[src/rtl/one_wire_bus_master_assert.svh]
// Assertion helpers for the RTL of the bus master; owbm_seq is the file that includes them.
// Every check samples on the rising edge of clk_i and is off while rst_ni is low.
`ifndef ONE_WIRE_BUS_MASTER_ASSERT_SVH
`define ONE_WIRE_BUS_MASTER_ASSERT_SVH

// The consequent must hold on the same clock edge as the antecedent.
`define OWBM_ASSERT_SAME(lbl, ante, cons) \
  lbl: assert property (@(posedge clk_i) disable iff (!rst_ni) (ante) |-> (cons)) \
    else $error("%m: same-cycle check failed");

// The consequent must hold on the clock edge after the antecedent.
`define OWBM_ASSERT_NEXT(lbl, ante, cons) \
  lbl: assert property (@(posedge clk_i) disable iff (!rst_ni) (ante) |=> (cons)) \
    else $error("%m: next-cycle check failed");

`endif

[src/rtl/owbm_pkg.sv]
package owbm_pkg;

  typedef enum logic [3:0] {
    PH_IDLE        = 4'd0,
    PH_RST_LOW     = 4'd1,
    PH_RST_WAIT    = 4'd2,
    PH_RST_RECOVER = 4'd3,
    PH_W_LOW       = 4'd4,
    PH_W_HIGH      = 4'd5,
    PH_R_LOW       = 4'd6,
    PH_R_WAIT      = 4'd7,
    PH_R_END       = 4'd8
  } phase_e;

  typedef enum logic [1:0] {
    LINE_REL  = 2'd0,
    LINE_LOW  = 2'd1,
    LINE_HIGH = 2'd2
  } line_e;

  typedef enum logic [1:0] {
    KIND_TICK  = 2'd0,
    KIND_RESET = 2'd1,
    KIND_WRITE = 2'd2,
    KIND_READ  = 2'd3
  } kind_e;

  typedef enum logic [2:0] {
    CFG_RESET_LOW     = 3'd0,
    CFG_RESET_SAMPLE  = 3'd1,
    CFG_RESET_RECOVER = 3'd2,
    CFG_W1_LOW        = 3'd3,
    CFG_W1_HIGH       = 3'd4,
    CFG_W0_LOW        = 3'd5,
    CFG_W0_HIGH       = 3'd6,
    CFG_READ_SLOT     = 3'd7
  } cfg_reg_e;

  localparam int unsigned CfgIdxWidth  = 3;
  localparam int unsigned CfgDataWidth = 48;
  localparam int unsigned DurWidth     = 16;
  localparam logic [2:0]  BitLast      = 3'd7;

  typedef struct packed {
    logic [1:0] kind;
    logic [7:0] data_byte;
    logic       bus_level;
  } in_item_t;

  typedef struct packed {
    logic [1:0] bus_drive;
    logic       busy_res;
    logic       done_res;
    logic       present_res;
    logic [7:0] read_byte;
    logic       rejected;
  } out_item_t;

  typedef struct packed {
    logic [DurWidth-1:0] reset_low;
    logic [DurWidth-1:0] reset_sample;
    logic [DurWidth-1:0] reset_recover;
    logic [DurWidth-1:0] w1_low;
    logic [DurWidth-1:0] w1_high;
    logic [DurWidth-1:0] w0_low;
    logic [DurWidth-1:0] w0_high;
    logic [DurWidth-1:0] rd_low;
    logic [DurWidth-1:0] rd_sample;
    logic [DurWidth-1:0] rd_end;
  } timing_t;

  typedef struct packed {
    phase_e     phase;
    logic [1:0] op;
    logic [7:0] shift;
    logic [2:0] bit_idx;
    logic       presence;
    line_e      line;
  } seq_state_t;

  // Duration of the current phase; a low phase never lasts less than one tick.
  function automatic logic [DurWidth-1:0] phase_dur(seq_state_t s, timing_t t);
    logic [DurWidth-1:0] d;
    logic                low;
    low = 1'b0;
    case (s.phase)
      PH_RST_LOW: begin
        d   = t.reset_low;
        low = 1'b1;
      end
      PH_RST_WAIT:    d = t.reset_sample;
      PH_RST_RECOVER: d = t.reset_recover;
      PH_W_LOW: begin
        d   = s.shift[0] ? t.w1_low : t.w0_low;
        low = 1'b1;
      end
      PH_W_HIGH:      d = s.shift[0] ? t.w1_high : t.w0_high;
      PH_R_LOW: begin
        d   = t.rd_low;
        low = 1'b1;
      end
      PH_R_WAIT:      d = t.rd_sample;
      default:        d = t.rd_end;
    endcase
    if (low && (d == '0)) begin
      d = DurWidth'(1);
    end
    return d;
  endfunction

  // State after the current phase runs out.
  function automatic seq_state_t end_phase(seq_state_t s, logic level);
    seq_state_t r;
    logic       fin;
    r   = s;
    fin = 1'b0;
    case (s.phase)
      PH_RST_LOW: begin
        r.phase = PH_RST_WAIT;
        r.line  = LINE_REL;
      end
      PH_RST_WAIT: begin
        r.presence = ~level;
        r.phase    = PH_RST_RECOVER;
        r.line     = LINE_REL;
      end
      PH_W_LOW: begin
        r.phase = PH_W_HIGH;
        r.line  = LINE_HIGH;
      end
      PH_W_HIGH: begin
        r.shift = {1'b0, s.shift[7:1]};
        if (s.bit_idx == BitLast) begin
          fin = 1'b1;
        end else begin
          r.bit_idx = s.bit_idx + 3'd1;
          r.phase   = PH_W_LOW;
          r.line    = LINE_LOW;
        end
      end
      PH_R_LOW: begin
        r.phase = PH_R_WAIT;
        r.line  = LINE_REL;
      end
      PH_R_WAIT: begin
        r.shift = {level, s.shift[7:1]};
        r.phase = PH_R_END;
        r.line  = LINE_REL;
      end
      PH_R_END: begin
        if (s.bit_idx == BitLast) begin
          fin = 1'b1;
        end else begin
          r.bit_idx = s.bit_idx + 3'd1;
          r.phase   = PH_R_LOW;
          r.line    = LINE_LOW;
        end
      end
      default: fin = 1'b1;
    endcase
    if (fin) begin
      r.phase   = PH_IDLE;
      r.line    = LINE_REL;
      r.bit_idx = '0;
    end
    return r;
  endfunction

endpackage

[src/rtl/owbm_cfg.sv]
module owbm_cfg import owbm_pkg::*; (
  input  logic                    clk_i,
  input  logic                    rst_ni,
  input  logic                    we_i,
  input  logic [CfgIdxWidth-1:0]  index_i,
  input  logic [CfgDataWidth-1:0] data_i,
  output timing_t                 timing_o
);

  timing_t timing_q, timing_d;

  always_comb begin
    timing_d = timing_q;
    if (we_i) begin
      case (index_i)
        CFG_RESET_LOW:     timing_d.reset_low     = data_i[DurWidth-1:0];
        CFG_RESET_SAMPLE:  timing_d.reset_sample  = data_i[DurWidth-1:0];
        CFG_RESET_RECOVER: timing_d.reset_recover = data_i[DurWidth-1:0];
        CFG_W1_LOW:        timing_d.w1_low        = data_i[DurWidth-1:0];
        CFG_W1_HIGH:       timing_d.w1_high       = data_i[DurWidth-1:0];
        CFG_W0_LOW:        timing_d.w0_low        = data_i[DurWidth-1:0];
        CFG_W0_HIGH:       timing_d.w0_high       = data_i[DurWidth-1:0];
        CFG_READ_SLOT: begin
          timing_d.rd_low    = data_i[15:0];
          timing_d.rd_sample = data_i[31:16];
          timing_d.rd_end    = data_i[47:32];
        end
        default: timing_d = timing_q;
      endcase
    end
  end

  always_ff @(posedge clk_i or negedge rst_ni) begin
    if (!rst_ni) begin
      timing_q.reset_low     <= 16'd480;
      timing_q.reset_sample  <= 16'd70;
      timing_q.reset_recover <= 16'd410;
      timing_q.w1_low        <= 16'd6;
      timing_q.w1_high       <= 16'd64;
      timing_q.w0_low        <= 16'd60;
      timing_q.w0_high       <= 16'd10;
      timing_q.rd_low        <= 16'd6;
      timing_q.rd_sample     <= 16'd9;
      timing_q.rd_end        <= 16'd55;
    end else begin
      timing_q <= timing_d;
    end
  end

  assign timing_o = timing_q;

endmodule

[src/rtl/owbm_seq.sv]
module owbm_seq import owbm_pkg::*; #(
  parameter int unsigned TickCountWidth = 16
) (
  input  logic      clk_i,
  input  logic      rst_ni,
  input  logic      advance_i,
  input  in_item_t  item_i,
  input  timing_t   timing_i,
  output out_item_t res_o
);

  `include "one_wire_bus_master_assert.svh"

  localparam int unsigned XW = (TickCountWidth > DurWidth) ? TickCountWidth : DurWidth;
  localparam logic [TickCountWidth-1:0] TickMax = {TickCountWidth{1'b1}};

  seq_state_t                state_q, state_d;
  logic [TickCountWidth-1:0] tick_q, tick_d;

  seq_state_t                s1, s2, s3;
  logic [TickCountWidth-1:0] tick_inc;
  logic                      end1, end2, end3;
  logic                      done, rejected;

  always_comb begin
    state_d  = state_q;
    tick_d   = tick_q;
    done     = 1'b0;
    rejected = 1'b0;
    tick_inc = (tick_q != TickMax) ? tick_q + 1'b1 : tick_q;
    end1     = (XW'(tick_inc) >= XW'(phase_dur(state_q, timing_i))) || (tick_inc == TickMax);
    s1       = end1 ? end_phase(state_q, item_i.bus_level) : state_q;
    end2     = end1 && (s1.phase != PH_IDLE) && (phase_dur(s1, timing_i) == '0);
    s2       = end2 ? end_phase(s1, item_i.bus_level) : s1;
    end3     = end2 && (s2.phase != PH_IDLE) && (phase_dur(s2, timing_i) == '0);
    s3       = end3 ? end_phase(s2, item_i.bus_level) : s2;
    if (item_i.kind != KIND_TICK) begin
      if (state_q.phase != PH_IDLE) begin
        rejected = 1'b1;
      end else begin
        state_d.op      = item_i.kind;
        state_d.bit_idx = '0;
        state_d.line    = LINE_LOW;
        tick_d          = '0;
        case (item_i.kind)
          KIND_RESET: state_d.phase = PH_RST_LOW;
          KIND_WRITE: begin
            state_d.phase = PH_W_LOW;
            state_d.shift = item_i.data_byte;
          end
          default: begin
            state_d.phase = PH_R_LOW;
            state_d.shift = '0;
          end
        endcase
      end
    end else if (state_q.phase != PH_IDLE) begin
      state_d = s3;
      tick_d  = end1 ? '0 : tick_inc;
      done    = (s3.phase == PH_IDLE);
    end
  end

  always_comb begin
    res_o.bus_drive   = state_d.line;
    res_o.busy_res    = (state_d.phase != PH_IDLE);
    res_o.done_res    = done;
    res_o.present_res = state_d.presence;
    res_o.read_byte   = ((state_d.op == KIND_READ) && (state_d.phase == PH_IDLE)) ?
                        state_d.shift : '0;
    res_o.rejected    = rejected;
  end

  always_ff @(posedge clk_i or negedge rst_ni) begin
    if (!rst_ni) begin
      state_q.phase    <= PH_IDLE;
      state_q.op       <= '0;
      state_q.shift    <= '0;
      state_q.bit_idx  <= '0;
      state_q.presence <= 1'b0;
      state_q.line     <= LINE_REL;
      tick_q           <= '0;
    end else if (advance_i) begin
      state_q <= state_d;
      tick_q  <= tick_d;
    end
  end

  `OWBM_ASSERT_SAME(a_done_needs_busy, advance_i && res_o.done_res, state_q.phase != PH_IDLE)
  `OWBM_ASSERT_NEXT(a_reject_holds, advance_i && res_o.rejected, state_q == $past(state_q))
  `OWBM_ASSERT_SAME(a_idle_released, state_q.phase == PH_IDLE, state_q.line == LINE_REL)
  `OWBM_ASSERT_SAME(a_idle_count_clear, state_q.phase == PH_IDLE, tick_q == '0)

endmodule

[src/rtl/one_wire_bus_master.sv]
// An accepted input word waits in the input register; its result word is registered
// and offered from the output register once that register is free. Throughput: one
// input word per cycle while results are taken; the input register, the sequencer
// logic and the output register form a two-stage pipeline that never needs a bubble.
// Reset: rst_ni clears the sequencer to idle with the line released and loads the
// default timing registers; both pipeline stages come up empty.
module one_wire_bus_master import owbm_pkg::*; #(
  parameter int unsigned TICK_COUNT_WIDTH = 16
) (
  input  logic                    clk_i,
  input  logic                    rst_ni,
  input  logic                    in_valid_i,
  output logic                    in_ready_o,
  input  in_item_t                in_data_i,
  output logic                    out_valid_o,
  input  logic                    out_ready_i,
  output out_item_t               out_data_o,
  input  logic                    cfg_valid_i,
  output logic                    cfg_ready_o,
  input  logic [CfgIdxWidth-1:0]  cfg_index_i,
  input  logic [CfgDataWidth-1:0] cfg_data_i
);

  timing_t   timing;
  in_item_t  in_q;
  logic      in_vld_q, in_vld_d;
  out_item_t out_q, res;
  logic      out_vld_q, out_vld_d;
  logic      advance;

  assign cfg_ready_o = 1'b1;
  assign advance     = in_vld_q && (!out_vld_q || out_ready_i);
  assign in_ready_o  = !in_vld_q || advance;
  assign in_vld_d    = (in_valid_i && in_ready_o) || (in_vld_q && !advance);
  assign out_vld_d   = advance || (out_vld_q && !out_ready_i);

  owbm_cfg u_cfg (
    .clk_i    (clk_i),
    .rst_ni   (rst_ni),
    .we_i     (cfg_valid_i && cfg_ready_o),
    .index_i  (cfg_index_i),
    .data_i   (cfg_data_i),
    .timing_o (timing)
  );

  owbm_seq #(
    .TickCountWidth (TICK_COUNT_WIDTH)
  ) u_seq (
    .clk_i     (clk_i),
    .rst_ni    (rst_ni),
    .advance_i (advance),
    .item_i    (in_q),
    .timing_i  (timing),
    .res_o     (res)
  );

  always_ff @(posedge clk_i or negedge rst_ni) begin
    if (!rst_ni) begin
      in_vld_q  <= 1'b0;
      out_vld_q <= 1'b0;
    end else begin
      in_vld_q  <= in_vld_d;
      out_vld_q <= out_vld_d;
    end
  end

  always_ff @(posedge clk_i) begin
    if (in_valid_i && in_ready_o) begin
      in_q <= in_data_i;
    end
    if (advance) begin
      out_q <= res;
    end
  end

  assign out_valid_o = out_vld_q;
  assign out_data_o  = out_q;

endmodule

[config.mk]
export PLATFORM = sky130hd
export DESIGN_NAME = one_wire_bus_master
export DESIGN_NICKNAME = d
export VERILOG_FILES = /design/src/rtl/owbm_pkg.sv /design/src/rtl/owbm_cfg.sv /design/src/rtl/owbm_seq.sv /design/src/rtl/one_wire_bus_master.sv
export VERILOG_INCLUDE_DIRS = /design/src /design/src/rtl
export SDC_FILE = /design/constraint.sdc
export NUM_CORES = 1
export LEC_CHECK = 0
export BUFFER_PORTS_ARGS = -buffer_cell sky130_fd_sc_hd__buf_2
export CORE_MARGIN = 5
export CORE_UTILIZATION = 50
export DETAILED_ROUTE_END_ITERATION = 10
export PLACE_DENSITY_LB_ADDON = 0.15
export SKIP_CTS_REPAIR_TIMING = 1
export SLEW_MARGIN = 20
export SYNTH_ARGS = -nofsm -noshare
export SYNTH_HDL_FRONTEND = slang
export SYNTH_SLANG_ARGS = --single-unit
export TNS_END_PERCENT = 5
[constraint.sdc]
create_clock -name clk_i -period 26.1 [get_ports clk_i]
set_input_delay 2.61 -clock clk_i [delete_from_list [all_inputs] [get_ports clk_i]]
set_output_delay 2.61 -clock clk_i [all_outputs]
set_load 0.01 [all_outputs]
==> results of run 1 <==
through the flow:
step | setup WS (ns) | util | area (µm²) | power [mW] | std cells
global route | 14.55 | 0.5635 | 15660 | 1.659 | 1845
floorplan | 17.56 | - | 14090 | 0.9463 | 1400
finish | 15.04 | 0.5635 | 15660 | 1.582 | 1845
detailed placement | 15.53 | 0.5323 | 14790 | 1.202 | 1800
CTS | 15.45 | 0.5622 | 15620 | 1.560 | 1843
global placement | 15.57 | 0.5323 | 14790 | 1.202 | 1800
layer usage:
layer  global-route usage  share of wire  vias to the layer above
met5                    0              0                        -
met4              0.08991          0.033                        0
met3              0.06050          0.087                      113
met2               0.4813           0.45                      659
met1               0.4426           0.43                     6065
li1                     -              -                     5463
registers in the layout, summed over array words and instances (netlist names):
| register | count |
|---|---|
| in_q | 11 |
| in_vld_q | 1 |
| out_data_o | 14 |
| out_valid_o | 1 |
| u_cfg.timing_o | 160 |
| u_seq.state_q | 20 |
| u_seq.tick_q | 16 |
cell type report:
cell class | instances | area, µm²
inverter | 21 | 78.83
multi-input combinational | 1075 | 7915
fill | 2516 | 12130
clock inverter | 11 | 118.9
tap | 378 | 473.0
sequential | 223 | 5744
timing repair buffer | 105 | 615.6
clock buffer | 32 | 710.7
kinds of logic after synthesis:
kind of cell | count (synthesis) | share of synthesized area
AND/OR/NAND/NOR | 408 | 0.1496
AO/OA/AOI/OAI | 393 | 0.1949
multiplexers | 237 | 0.1847
flip-flops | 223 | 0.4077
buffers and inverters | 102 | 0.03384
adder cells (fa/ha/maj) | 25 | 0.02221
XOR/XNOR | 11 | 0.006840
other | 1 | 0.0002662
synth_stat cells (30+ instances only):
| library cell | count | area [µm²] |
|---|---|---|
| mux2_2 | 176 | 1982 |
| dfrtp_1 | 168 | 4204 |
| nand2_1 | 116 | 435.4 |
| o21ai_0 | 110 | 550.5 |
| nor2_1 | 106 | 397.9 |
| mux2i_1 | 59 | 590.6 |
| a21oi_1 | 57 | 285.3 |
| clkbuf_1 | 50 | 187.7 |
| dfstp_2 | 30 | 788.3 |
worst max-delay path: cells and delay by family, from the launching register on:
kind / cells / cell delay, ns
AO/OA/AOI/OAI: 12 / 3.51
adder cells (fa/ha/maj): 1 / 0.23
buffers and inverters: 3 / 0.73
flip-flops: 1 / 0.88
multiplexers: 1 / 0.34
AND/OR/NAND/NOR: 13 / 5.08
worst min path at each step:
stage                              to  slack, ns  depth (start not counted)
global placement     u_seq.state_q[2]       0.46                          2
floorplan            u_seq.state_q[2]       0.45                          2
global route              out_valid_o       0.51                          1
CTS                 u_seq.state_q[14]       0.49                          2
detailed placement  u_seq.state_q[14]       0.48                          2
finish              u_seq.state_q[14]       0.48                          2
power by group through the flow:
stage | logic [mW] | registers, mW | clock network (mW)
finish | 0.714 | 0.515 | 0.353
global route | 0.763 | 0.520 | 0.376
CTS | 0.689 | 0.511 | 0.360
detailed placement | 0.686 | 0.517 | 0
global placement | 0.687 | 0.515 | 0
floorplan | 0.471 | 0.475 | 0
==> flow_metrics.tcl, run 1 <==
set metrics [dict create \
    status "completed" \
    drtPass1Iterations 6 \
    hold_path.class "reg -> reg" \
    grt_max_degree 80 \
    layout-drive-gt1-share 0.2720 \
    worstSetupEndpointType "register" \
    antenna_left 0 \
    grt_pass1_wl_mm 75.07 \
    synth_flop_cell "dfrtp_1" \
    viasPerCell 6.667 \
    slew_violations 0 \
    rows 61 \
    p_clk_frac 0.223 \
    reg2reg_slack_ns 15.04 \
    timing.rr.start "u_seq.state_q[18]" \
    htreeDepth 1 \
    period_share 0.4237 \
    die_w_um 177.8 \
    cp-endpoint "out_data_o[11]" \
    synthCells 1400 \
    cts_made_buffers 24 \
    pwr-share-comb 0.451 \
    ys_seq_elements 223 \
    ff2ff_path_depth 30 \
    mostFrequentLayoutCell "mux2_2" \
    wl_per_cell_um 26.67 \
    tightest_slew_ns 1.170 \
    slew_headroom 0.2192 \
    initial_core_util 0.5070 \
    antenna_found_initial 0 \
    root_buffer "clkbuf_16" \
    finalCriticalPeriod_ns 11.06 \
    p_sw_mw 0.6876 \
    hold_start "u_seq.state_q[14]" \
    first_iter_violations 1507 \
    cp_slowest_cell "dfrtp_1" \
    timing.hold.ws_ns 0.4832 \
    ys_seq_area_frac 0.4077 \
    syn2layout_area_growth_pct 11.15 \
    path_clk_slew_ns 0.06 \
    io_buffer_count 82 \
    clock_sinks 223 \
    cts_buffer_depth 3 \
    synth.cell_area_mm2 0.01409 \
    hpwl_mm 36.16 \
    cp.required_ns 26.36 \
    max_freq_mhz 90.42 \
    critPathLaunchType "register" \
    gp_congestion 1.006 \
    rsz0062_at_grt "false" \
    io_pins 84 \
    yosysUniqueCellTypes 100 \
    path_class "reg -> reg" \
    diodes 0 \
    drc 0 \
    fin_tns_setup_ns 0 \
    finClkSkew_ns 0.02899 \
    cp_data_arrival_time_ns 11.32 \
    clk_latency_ns 0.54 \
    grt_pass1_vias 12010 \
    synth-edff-count 25 \
    dieArea_mm2 0.03163 \
    vdd_ir_drop_max_mv 0.06892 \
    crit_start "u_seq.state_q[18]" \
    hold_viol 0 \
    reg2reg_to "out_data_o[11]" \
    final_cell_mix "mux2_2, dfrtp_1, nand2_1, o21ai_0, nor2_1" \
    track_usage 0.3100 \
    max_stage_delay_ns 0.88 \
    power_density_mw_per_mm2 101.1 \
    seq_power_share 0.325 \
    cellLeakagePower_nw 6.324 \
    syn_area_per_cell_um2 10.06 \
    finalNetCount 1542 \
    yosysWarnings 0 \
    via_count 12300 \
    overflow 0 \
    postSynth.asyncResetShare 0.8879 \
    cp_max_fo 26 \
    drt-total-wl_mm 49.20 \
    synth_fp_nets 1492 \
    core_area_mm2 0.02778 \
    internal_power_mw 0.8948 \
    die_height_um 177.8 \
    setup_viol 0 \
    switching_share 0.4345 \
    drv_cap 0 \
    cts_tree "yes" \
]
Note: power is estimated with default switching activity, not from simulation.
==> run 2: changes to the inputs <==
clock period = 9.2 ns   (was 26.1 ns; I/O delays follow)
==> flow_metrics.tcl, run 2 (synthesized netlist as in run 1, its figures left out) <==
set metrics [dict create \
    status "completed" \
    drt-total-wl_mm 49.39 \
    setup_viol 0 \
    path_clk_slew_ns 0.06 \
    cp_data_arrival_time_ns 9.26 \
    antenna_left 0 \
    largest_reg_flops 160 \
    dp_slack_ns 0.2724 \
    layout.cells.non_filler 1882 \
    vdd_ir_drop_max_mv 0.1898 \
    pwr-share-comb 0.451 \
    mostFrequentLayoutCell "mux2_2" \
    wl_per_cell_um 26.24 \
    htreeDepth 1 \
    grt_pass1_vias 11910 \
    overflow 0 \
    via_count 12450 \
    dp_cells 1838 \
    gp_congestion 1.111 \
    hold_viol 0 \
    clk_latency_ns 0.55 \
    p_clk_frac 0.227 \
    drv_cap 0 \
    dieArea_mm2 0.03163 \
    cts_made_buffers 24 \
    finClkSkew_ns 0.02296 \
    fin_area_mm2 0.01596 \
    cellLeakagePower_nw 6.494 \
    grt_pass1_wl_mm 75.44 \
    grt_max_degree 80 \
    io_buffer_count 82 \
    die_w_um 177.8 \
    first_iter_violations 1495 \
    io_pins 84 \
    viasPerCell 6.613 \
    dpl_cell_area_mm2 0.01508 \
    die_height_um 177.8 \
    cp_slowest_cell "or4_1" \
    layout-drive-gt1-share 0.2886 \
    worst_path_most_repeated_cell "or4_1" \
    drc 0 \
    initial_core_util 0.5070 \
    track_usage 0.3109 \
    finalCriticalPeriod_ns 8.985 \
    seq_power_share 0.323 \
    slew_violations 0 \
    period_share 0.9766 \
    rsz0062_at_grt "false" \
    rows 61 \
    syn2layout_area_growth_pct 13.28 \
    hold_path.class "in -> async" \
    reg2reg_slack_ns 0.21 \
    max_freq_mhz 111.3 \
    hpwl_mm 37.48 \
    power_density_mw_per_mm2 288.0 \
    layout_setup_ws_ns 0.2149 \
    clock_sinks 223 \
    cts_buffer_depth 3 \
    p_sw_mw 1.958 \
    drtPass1Iterations 6 \
    diodes 0 \
    path_class "reg -> reg" \
    internal_power_mw 2.637 \
    worstSetupEndpointType "register" \
    fin_tns_setup_ns 0 \
    cp.required_ns 9.47 \
    final_cell_mix "mux2_2, dfrtp_1, nand2_1, o21ai_0, nor2_1" \
    core_area_mm2 0.02778 \
    slew_headroom 0.1938 \
    critPathLaunchType "register" \
    max_stage_delay_ns 0.54 \
    antenna_found_initial 0 \
    switching_share 0.4260 \
    crit_buf_inv 2 \
    finalNetCount 1578 \
    tightest_slew_ns 1.205 \
    cts_tree "yes" \
    cp_top_family "compound AO/OA/AOI/OAI gates" \
    root_buffer "clkbuf_16" \
    cp_max_fo 13 \
]
run 2: layer usage:
| layer | global-route usage | wire length, µm |
|---|---|---|
| met5 | 0 | 0 |
| met4 | 0.08379 | 1653 |
| met3 | 0.06306 | 4463 |
| met2 | 0.4816 | 22160 |
| met1 | 0.4465 | 21110 |
run 2: stage by stage:
step | utilization | power (mW) | hold slack [ns]
6_report | 0.5744 | 4.595 | 0.3918
5_1_grt | 0.5744 | 4.788 | 0.4423
4_1_cts | 0.5739 | 4.521 | 0.4008
3_5_place_dp | 0.5427 | 3.463 | 0.4772
3_3_place_gp | 0.5427 | 3.457 | 0.4582
2_1_floorplan | - | 2.685 | 0.4456
run 2: cell type report:
cell class                      instances  area (µm²)
Clock buffer                           36       718.2
Tap cell                              378       473.0
Multi-Input combinational cell       1075        7919
Timing Repair Buffer                  141       874.6
Sequential cell                       223        5746
Fill cell                            2485       11830
Inverter                               21       78.83
Clock inverter                          8       147.6
run 2: worst paths after layout:
| kind | to | cells after the start | start |
|---|---|---|---|
| worst max-delay path | out_data_o[11] | 30 | u_seq.state_q[16] |
| worst min-delay path | u_seq.tick_q[11] | 1 | rst_ni |
| worst max register to register | out_data_o[11] | 30 | u_seq.state_q[16] |
| worst min register to register | u_seq.state_q[14] | 2 | u_seq.state_q[14] |
| max in group asynchronous | u_seq.state_q[6] | 2 | rst_ni |
| min in group clk_i | u_seq.state_q[14] | 2 | u_seq.state_q[14] |
run 2: power by group through the flow:
stage / clock network (mW) / logic [mW] / registers [mW]
2_1_floorplan: 0 / 1.34 / 1.35
3_3_place_gp: 0 / 1.98 / 1.48
3_5_place_dp: 0 / 1.98 / 1.48
4_1_cts: 1.06 / 1.99 / 1.47
5_1_grt: 1.11 / 2.19 / 1.49
6_report: 1.04 / 2.07 / 1.48
==> run 3: changes to the inputs <==
SYNTH_HIERARCHICAL = 1   (was default)
==> flow_metrics.tcl, run 3 <==
set metrics [dict create \
    status "completed" \
    hpwl_mm 41.91 \
    max_freq_mhz 115.6 \
    critPathLaunchType "register" \
    die_height_um 179.2 \
    setup_viol 0 \
    cp_data_arrival_time_ns 8.88 \
    path_clk_slew_ns 0.06 \
    switching_share 0.4364 \
    hold_viol 0 \
    synthCells 1457 \
    first_iter_violations 1336 \
    postSynth.asyncResetShare 0.8879 \
    syn_area_per_cell_um2 9.829 \
    finClkSkew_ns 0.02356 \
    fin_tns_setup_ns 0 \
    internal_power_mw 2.622 \
    syn2layout_area_growth_pct 11.76 \
    ff2ff_path_depth 28 \
    root_buffer "clkbuf_16" \
    reg2reg_to "out_data_o[8]" \
    synthTopCellsByCount "mux2_2, dfrtp_1, nor2_1" \
    synth.cell_area_mm2 0.01432 \
    cts_made_buffers 25 \
    p_clk_frac 0.214 \
    wl_per_cell_um 28.21 \
    cp.required_ns 9.42 \
    dp_cells 1890 \
    crit_buf_inv 1 \
    cts_tree "yes" \
    synth_flop_cell "dfrtp_1" \
    timing.rr.start "u_seq/state_q[19]" \
    grtUsageMet1 0.4594 \
    period_share 0.9407 \
    cts_buffer_depth 3 \
    met2_usage 0.5234 \
    vdd_ir_drop_max_mv 0.1790 \
    drtPass1Iterations 6 \
    grt_pass1_vias 12310 \
    tightest_slew_ns 1.050 \
    cellLeakagePower_nw 6.390 \
    via_count 12890 \
    ys_seq_elements 223 \
    p_sw_mw 2.031 \
    io_buffer_count 82 \
    grt_max_degree 75 \
    htreeDepth 1 \
    fillers 2609 \
    synth_fp_nets 1549 \
    power_density_mw_per_mm2 290.7 \
    layout-drive-gt1-share 0.2843 \
    slew_headroom 0.2970 \
    core_area_mm2 0.02847 \
    final_cell_mix "mux2_2, dfrtp_1, nor2_1, nand2_1, a21oi_1" \
    layout.cells.non_filler 1935 \
    reg2reg_slack_ns 0.55 \
    top_usage_layer "met2" \
    overflow 0 \
    gp_congestion 1.074 \
    slew_violations 0 \
    seqCellArea_mm2 0.005748 \
    synth_top_area_cell "dfrtp_1" \
    max_stage_delay_ns 0.55 \
    cp_top_family "compound AO/OA/AOI/OAI gates" \
    multi_input_area_mm2 0.008026 \
    synth_top_area_frac 0.2936 \
    grt_pass1_wl_mm 80.54 \
    viasPerCell 6.660 \
    synthTopCellsByArea "dfrtp_1, mux2_2, dfstp_2" \
    clock_sinks 223 \
    synth-edff-count 25 \
    drt-total-wl_mm 54.58 \
    cp_max_fo 12 \
    rows 62 \
    io_pins 84 \
    finalCriticalPeriod_ns 8.654 \
    mostFrequentLayoutCell "mux2_2" \
    antenna_found_initial 0 \
    yosysWarnings 6 \
    die_w_um 179.2 \
    rsz0062_at_grt "false" \
    path_class "reg -> reg" \
    largest_reg_flops 160 \
    dieArea_mm2 0.03213 \
    pwr-share-comb 0.463 \
    use_met3 0.05778 \
    hold_path.class "in -> async" \
    initial_core_util 0.5030 \
    seq_power_share 0.323 \
    antenna_left 0 \
    synth_most_common_cell "mux2_2" \
    cp_slowest_cell "dfrtp_1" \
    clk_latency_ns 0.53 \
    diodes 0 \
    finalNetCount 1625 \
    ys_seq_area_frac 0.4010 \
    drv_cap 0 \
    worstSetupEndpointType "register" \
    drc 0 \
    track_usage 0.3349 \
    yosysUniqueCellTypes 99 \
]
run 3: cell type report:
type | count | area share
multi-input combinational | 1122 | 0.5015
sequential | 223 | 0.3591
timing repair buffer | 138 | 0.05245
clock buffer | 40 | 0.04823
tap | 384 | 0.03002
inverter | 23 | 0.005394
clock inverter | 5 | 0.003283
run 3: worst max path at each step:
stage                 startpoint            end  slack (ns)  cells after the start
2_1_floorplan  u_seq/state_q[16]  out_data_o[2]        1.08                     37
3_3_place_gp    u_seq/state_q[6]  out_data_o[2]        0.88                     27
3_5_place_dp    u_seq/state_q[6]  out_data_o[1]        0.79                     28
4_1_cts         u_seq/state_q[6]  out_data_o[1]        0.69                     28
5_1_grt        u_seq/state_q[19]  out_data_o[8]        0.07                     29
6_report       u_seq/state_q[19]  out_data_o[8]        0.55                     28
run 3: stage by stage:
step / hold WS [ns] / total power, mW / util / setup WS (ns) / cell area [µm²]
after detailed placement: 0.4818 / 3.575 / 0.5331 / 0.7922 / 15180
after global placement: 0.4689 / 3.579 / 0.5331 / 0.8761 / 15180
after CTS: 0.3964 / 4.584 / 0.5621 / 0.6892 / 16000
after floorplan: 0.4497 / 2.771 / - / 1.083 / 14320
final: 0.3892 / 4.652 / 0.5622 / 0.5460 / 16010
after global routing: 0.4141 / 4.840 / 0.5622 / 0.06980 / 16010
run 3: power by group through the flow:
stage	Clock, mW	Combinational (mW)	Sequential (mW)
2_1_floorplan	0	1.42	1.35
3_3_place_gp	0	2.07	1.51
3_5_place_dp	0	2.06	1.51
4_1_cts	1.01	2.08	1.50
5_1_grt	1.06	2.27	1.52
6_report	0.997	2.15	1.50
run 3: cell families (layout without fill, tap and decap cells):
| logic type | count (synthesis) | in the layout | synth area share |
|---|---|---|---|
| buffers and inverters | 112 | 206 | 0.04028 |
| and+or+nand+nor | 449 | 449 | 0.1589 |
| DFF | 223 | 223 | 0.4010 |
| xor gates and xnor gates | 12 | 12 | 0.007339 |
| adders and majority gates | 25 | 25 | 0.02184 |
| AOI/OAI and AO/OA | 401 | 401 | 0.1908 |
| muxes | 234 | 234 | 0.1795 |
| other | 1 | 1 | 0.0002618 |
run 3: worst reg2reg max path, delay by kind of cell (launching register included):
family	cells	cell delay, ns
compound gates	15	4.36
flops	1	0.55
simple gates	10	2.69
buf+inv	1	0.25
mux	1	0.31
fa+ha+maj	1	0.22
run 3: routing by layer:
metal  vias to the layer above  wire length, µm
met3                       167             4469
met2                       663            24310
met5                         -                0
met1                      6398            22770
met4                         0             3024
li1                       5659                -
